[src/hdl/srisort_pkg.sv]
package srisort_pkg;

    localparam int IndexWidth    = 16;
    localparam int ValueWidth    = 64;
    localparam int MaxRowEntries = 64;

    typedef struct packed {
        logic [IndexWidth-1:0] row_number;
        logic [IndexWidth-1:0] column;
        logic [ValueWidth-1:0] value_bits;
        logic                  row_end;
    } t_in_beat;

    typedef struct packed {
        logic [IndexWidth-1:0] out_column;
        logic [ValueWidth-1:0] out_value_bits;
        logic                  out_last;
        logic                  row_overflow;
    } t_out_beat;

    typedef struct packed {
        logic [IndexWidth-1:0] column;
        logic [ValueWidth-1:0] value_bits;
    } t_entry;

endpackage

[src/hdl/srisort_queue.sv]
// Two-beat queue between the input port and the sorting chain.
module srisort_queue (
    input  logic                 i_clk,
    input  logic                 i_rst_n,
    input  logic                 i_valid,
    output logic                 o_stall,
    input  srisort_pkg::t_in_beat i_data,
    output logic                 o_q_valid,
    input  logic                 i_q_pop,
    output srisort_pkg::t_in_beat o_q_data
);

    srisort_pkg::t_in_beat r_slot [2];
    logic       r_wptr;
    logic       r_rptr;
    logic [1:0] r_cnt;
    logic       push;
    logic       pop;

    assign o_stall   = (r_cnt == 2'd2);
    assign o_q_valid = (r_cnt != 2'd0);
    assign o_q_data  = r_slot[r_rptr];
    assign push      = i_valid && !o_stall;
    assign pop       = i_q_pop && o_q_valid;

    always_ff @(posedge i_clk) begin
        if (!i_rst_n) begin
            r_wptr <= 1'b0;
            r_rptr <= 1'b0;
            r_cnt  <= 2'd0;
        end else begin
            if (push) begin
                r_wptr <= !r_wptr;
            end
            if (pop) begin
                r_rptr <= !r_rptr;
            end
            case ({push, pop})
                2'b10:   r_cnt <= r_cnt + 2'd1;
                2'b01:   r_cnt <= r_cnt - 2'd1;
                default: r_cnt <= r_cnt;
            endcase
        end
    end

    always_ff @(posedge i_clk) begin
        if (push) begin
            r_slot[r_wptr] <= i_data;
        end
    end

endmodule

[config.mk]
export PLATFORM = sky130hd
export DESIGN_NAME = srisort_queue
export DESIGN_NICKNAME = d
export VERILOG_FILES = /design/src/hdl/srisort_pkg.sv /design/src/hdl/srisort_queue.sv
export SDC_FILE = /design/constraint.sdc
export NUM_CORES = 1
export LEC_CHECK = 0
export BUFFER_PORTS_ARGS = -buffer_cell sky130_fd_sc_hd__buf_2
export CORE_ASPECT_RATIO = 1.1
export CORE_MARGIN = 1.5
export CORE_UTILIZATION = 45
export CTS_BUF_LIST = sky130_fd_sc_hd__clkbuf_2 sky130_fd_sc_hd__clkbuf_4 sky130_fd_sc_hd__clkbuf_8
export CTS_CLUSTER_DIAMETER = 100
export DETAILED_ROUTE_END_ITERATION = 8
export MAX_ROUTING_LAYER = met4
export PLACE_DENSITY = 0.7
export SLEW_MARGIN = 20
export SYNTH_ARGS = -nofsm -noshare
export SYNTH_HDL_FRONTEND = slang
export SYNTH_SLANG_ARGS = --single-unit
[constraint.sdc]
create_clock -name i_clk -period 8.6 [get_ports i_clk]
set_clock_uncertainty 0.1 [all_clocks]
set_input_delay 1.29 -clock i_clk [delete_from_list [all_inputs] [get_ports i_clk]]
set_output_delay 1.29 -clock i_clk [all_outputs]
set_load 0.01 [all_outputs]
==> reports/metrics.csv <==
metric;value;unit
status;finished clean;
FMAX;0.2602;GHz
CP max-delay cell;buf_4;
worst endpoint required time;7.21;ns
routed wire length;12970;um
via count;3690;
Worst-Margin Slew;1.069;ns
fraction of layout instances using a drive strength above 1;0.6091;
Worst-path clk slew;0.09;ns
Clk Latency, worst-skew pair;0.44;ns
Die ar.;16830;um2
post-synthesis sequential area ratio;0.8201;
clock sink total;199;
global-route usage over all layers;0.1614;
drt pass-1 iters;4;
Residual DRC;0;
Syn Nets;430;
hold_buf cts;0;
register bit total from synthesis;199;
Switching Share;0.2766;
Yosys top cell by area;edfxtp_1;
Crit path arrival time;2.45;ns
Pins Over Slew Limit;0;
warnings from Yosys;0;
Placed Cells;719;
number of global-route vias before repair;3974;
Pint;1.830;mW
crit-path cells;buf_4 > mux2_2 > buf_2;
Final HPWL DP;8450;um
fraction of power consumed by sequential logic;0.505;
most frequent cells in the layout;buf_2, edfxtp_1, mux2_2, clkbuf_8, dfxtp_1;
crit path kind;reg -> out;
most common cell after layout, fill and taps aside;buf_2;
worst hold-check path type;reg -> reg;
clock buffer depth;2;
IO buf count;199;
first-pass GRT wire length;19420;um
Post-CTS Setup Bufs;0;
initial antenna violation count;2;
top cells by area, synth;edfxtp_1, mux2_2, dfxtp_1;
core area;15680;um2
Comb power frac;0.257;
final core occ;0.5641;
min cycle time layout;3.843;ns
Die Ht;135.9;um
Max-cap violations;0;
grt total ovfl;0;
Setup violations, final;0;
largest net degree at the start of global routing;79;
R2R Setup Slk;5.92;ns
HP Start;r_wptr$_SDFFE_PN0P_;
Slowest Stage Delay on Critical Path;0.75;ns
FF-to-FF End;r_slot[0][66]$_DFFE_PP_;
Mapped Avg Cell Area;22.03;um2
reported leakage power;3.278;nW
hold path depth;2;
pwr dens;286.1;nW/um2
worst r2r path cells;5;
clock share of power;0.237;
Startpoint Class;flip-flop;
DR vias/cell;4.907;
Sum Neg Setup Slack;0;ns
die width;123.8;um
final std cells w/o fill;752;
Critical Path Fanout Max;67;
Tcrit/Tclk final;0.4469;
global placement routability congestion;0.7047;
Yosys cell types;20;
Avg WL per Cell;17.25;um
initial DRC count;184;
CP delay by family, top;buffers and inverters;
number of cell rows;48;
area grow syn2layout;22.37;%
worst flop-to-flop path startpoint;r_cnt[0]$_SDFFE_PN0P_;
max_slew headroom;0.2874;
Mapped Area;7226;um2
area fraction of the dominant cell type after synthesis;0.8062;
Initial Utilization;0.4610;
number of fill cells in the layout;1269;
peak supply drop;173.0;uV
Mapped Cells;328;
post-CTS resize count;0;
io pins;200;
H-tree depth;4;
Hold Path End;r_wptr$_SDFFE_PN0P_;
Final Hold Viols;0;
antenna viol nets, final;0;
sw power;0.6997;mW
Setup crit end kind;output port;
CTS Root Cell;clkbuf_8;
unrepaired setup endpoints after global routing;false;
CTS tree;built;
Num CTS Buffers;17;
Final Net Count;640;
CP bufs+invs;2;
[state kept, by name, summed over array words and instances (netlist names), named ones only]
signal  cells
r_rptr      1
r_wptr      1
r_cnt       2
r_slot    194
[synth_stat cells]
cell type / number
or2_2: 1
a21boi_1: 2
buf_6: 1
inv_1: 2
dfxtp_1: 5
nand2_1: 1
edfxtp_1: 194
inv_2: 1
o21ai_0: 2
nand2b_2: 1
o21a_1: 1
buf_2: 7
and2_1: 1
xnor2_1: 3
or3_1: 2
mux2_2: 97
nor2b_1: 2
buf_4: 3
ha_1: 1
and3_1: 1
[logic make-up after synthesis]
group | after synthesis | synth area share
compound gates | 5 | 0.004502
xor+xnor | 3 | 0.003637
fa+ha+maj | 1 | 0.001731
buf+inv | 14 | 0.01108
flops | 199 | 0.8201
mux | 97 | 0.1512
simple gates | 9 | 0.007793
[cell type report]
type / instances / area, um2 / share of cell area
Timing Repair Buffer: 202 / 1018 / 0.1152
Clock inverter: 12 / 151.4 / 0.01712
Clock buffer: 19 / 249.0 / 0.02816
Antenna cell: 2 / 5.005 / 0.0005660
Tap cell: 200 / 250.2 / 0.02830
Sequential cell: 199 / 5929 / 0.6706
Multi-Input combinational cell: 115 / 1225 / 0.1385
Inverter: 3 / 13.76 / 0.001557
[power groups by stage]
stage	logic, mW	clock network (mW)	registers [mW]
6_report	0.651	0.600	1.28
5_1_grt	0.710	0.658	1.29
4_1_cts	0.668	0.622	1.28
3_5_place_dp	0.663	0	1.30
3_3_place_gp	0.653	0	1.29
2_1_floorplan	0.443	0	1.28
[worst max-delay path by stage]
| stage | from | end | slack [ns] | cells past startpoint |
|---|---|---|---|---|
| after floorplan | i_valid | r_slot[1][0]$_DFFE_PP_ | 4.44 | 1 |
| after global placement | i_valid | r_slot[0][83]$_DFFE_PP_ | 5.13 | 5 |
| after detailed placement | i_valid | r_slot[0][83]$_DFFE_PP_ | 5.06 | 5 |
| after CTS | flip-flop | o_q_data[93] | 4.67 | 3 |
| after global routing | flip-flop | o_q_data[32] | 4.56 | 3 |
| final | flip-flop | o_q_data[53] | 4.76 | 3 |
[worst reg2reg max path, cell delays in order, from the launching register on]
cell	delay, ns
dfxtp_1	0.43
nand2b_2	0.20
inv_2	0.05
or3_1	0.36
inv_4	0.24
buf_4	0.85
[metrics by stage]
step / hold slack, ns / instance area [um2] / total power [mW] / setup WS (ns)
after detailed placement: 0.4253 / 8437 / 1.966 / 5.062
after global routing: 0.4579 / 8842 / 2.661 / 4.555
after global placement: 0.3723 / 8437 / 1.945 / 5.131
after floorplan: 0.3570 / 7226 / 1.720 / 4.445
after CTS: 0.4471 / 8837 / 2.571 / 4.672
final: 0.4500 / 8842 / 2.530 / 4.757
[metal layers]
metal / GRT usage / routed length, um / up-vias
met3: 0.06292 / 1066 / 16
met1: 0.1820 / 5203 / 1809
met5: - / 0 / -
li1: - / - / 1718
met2: 0.2624 / 6513 / 147
met4: 0.05492 / 189 / 0
Power figures use the tool's default switching activity.
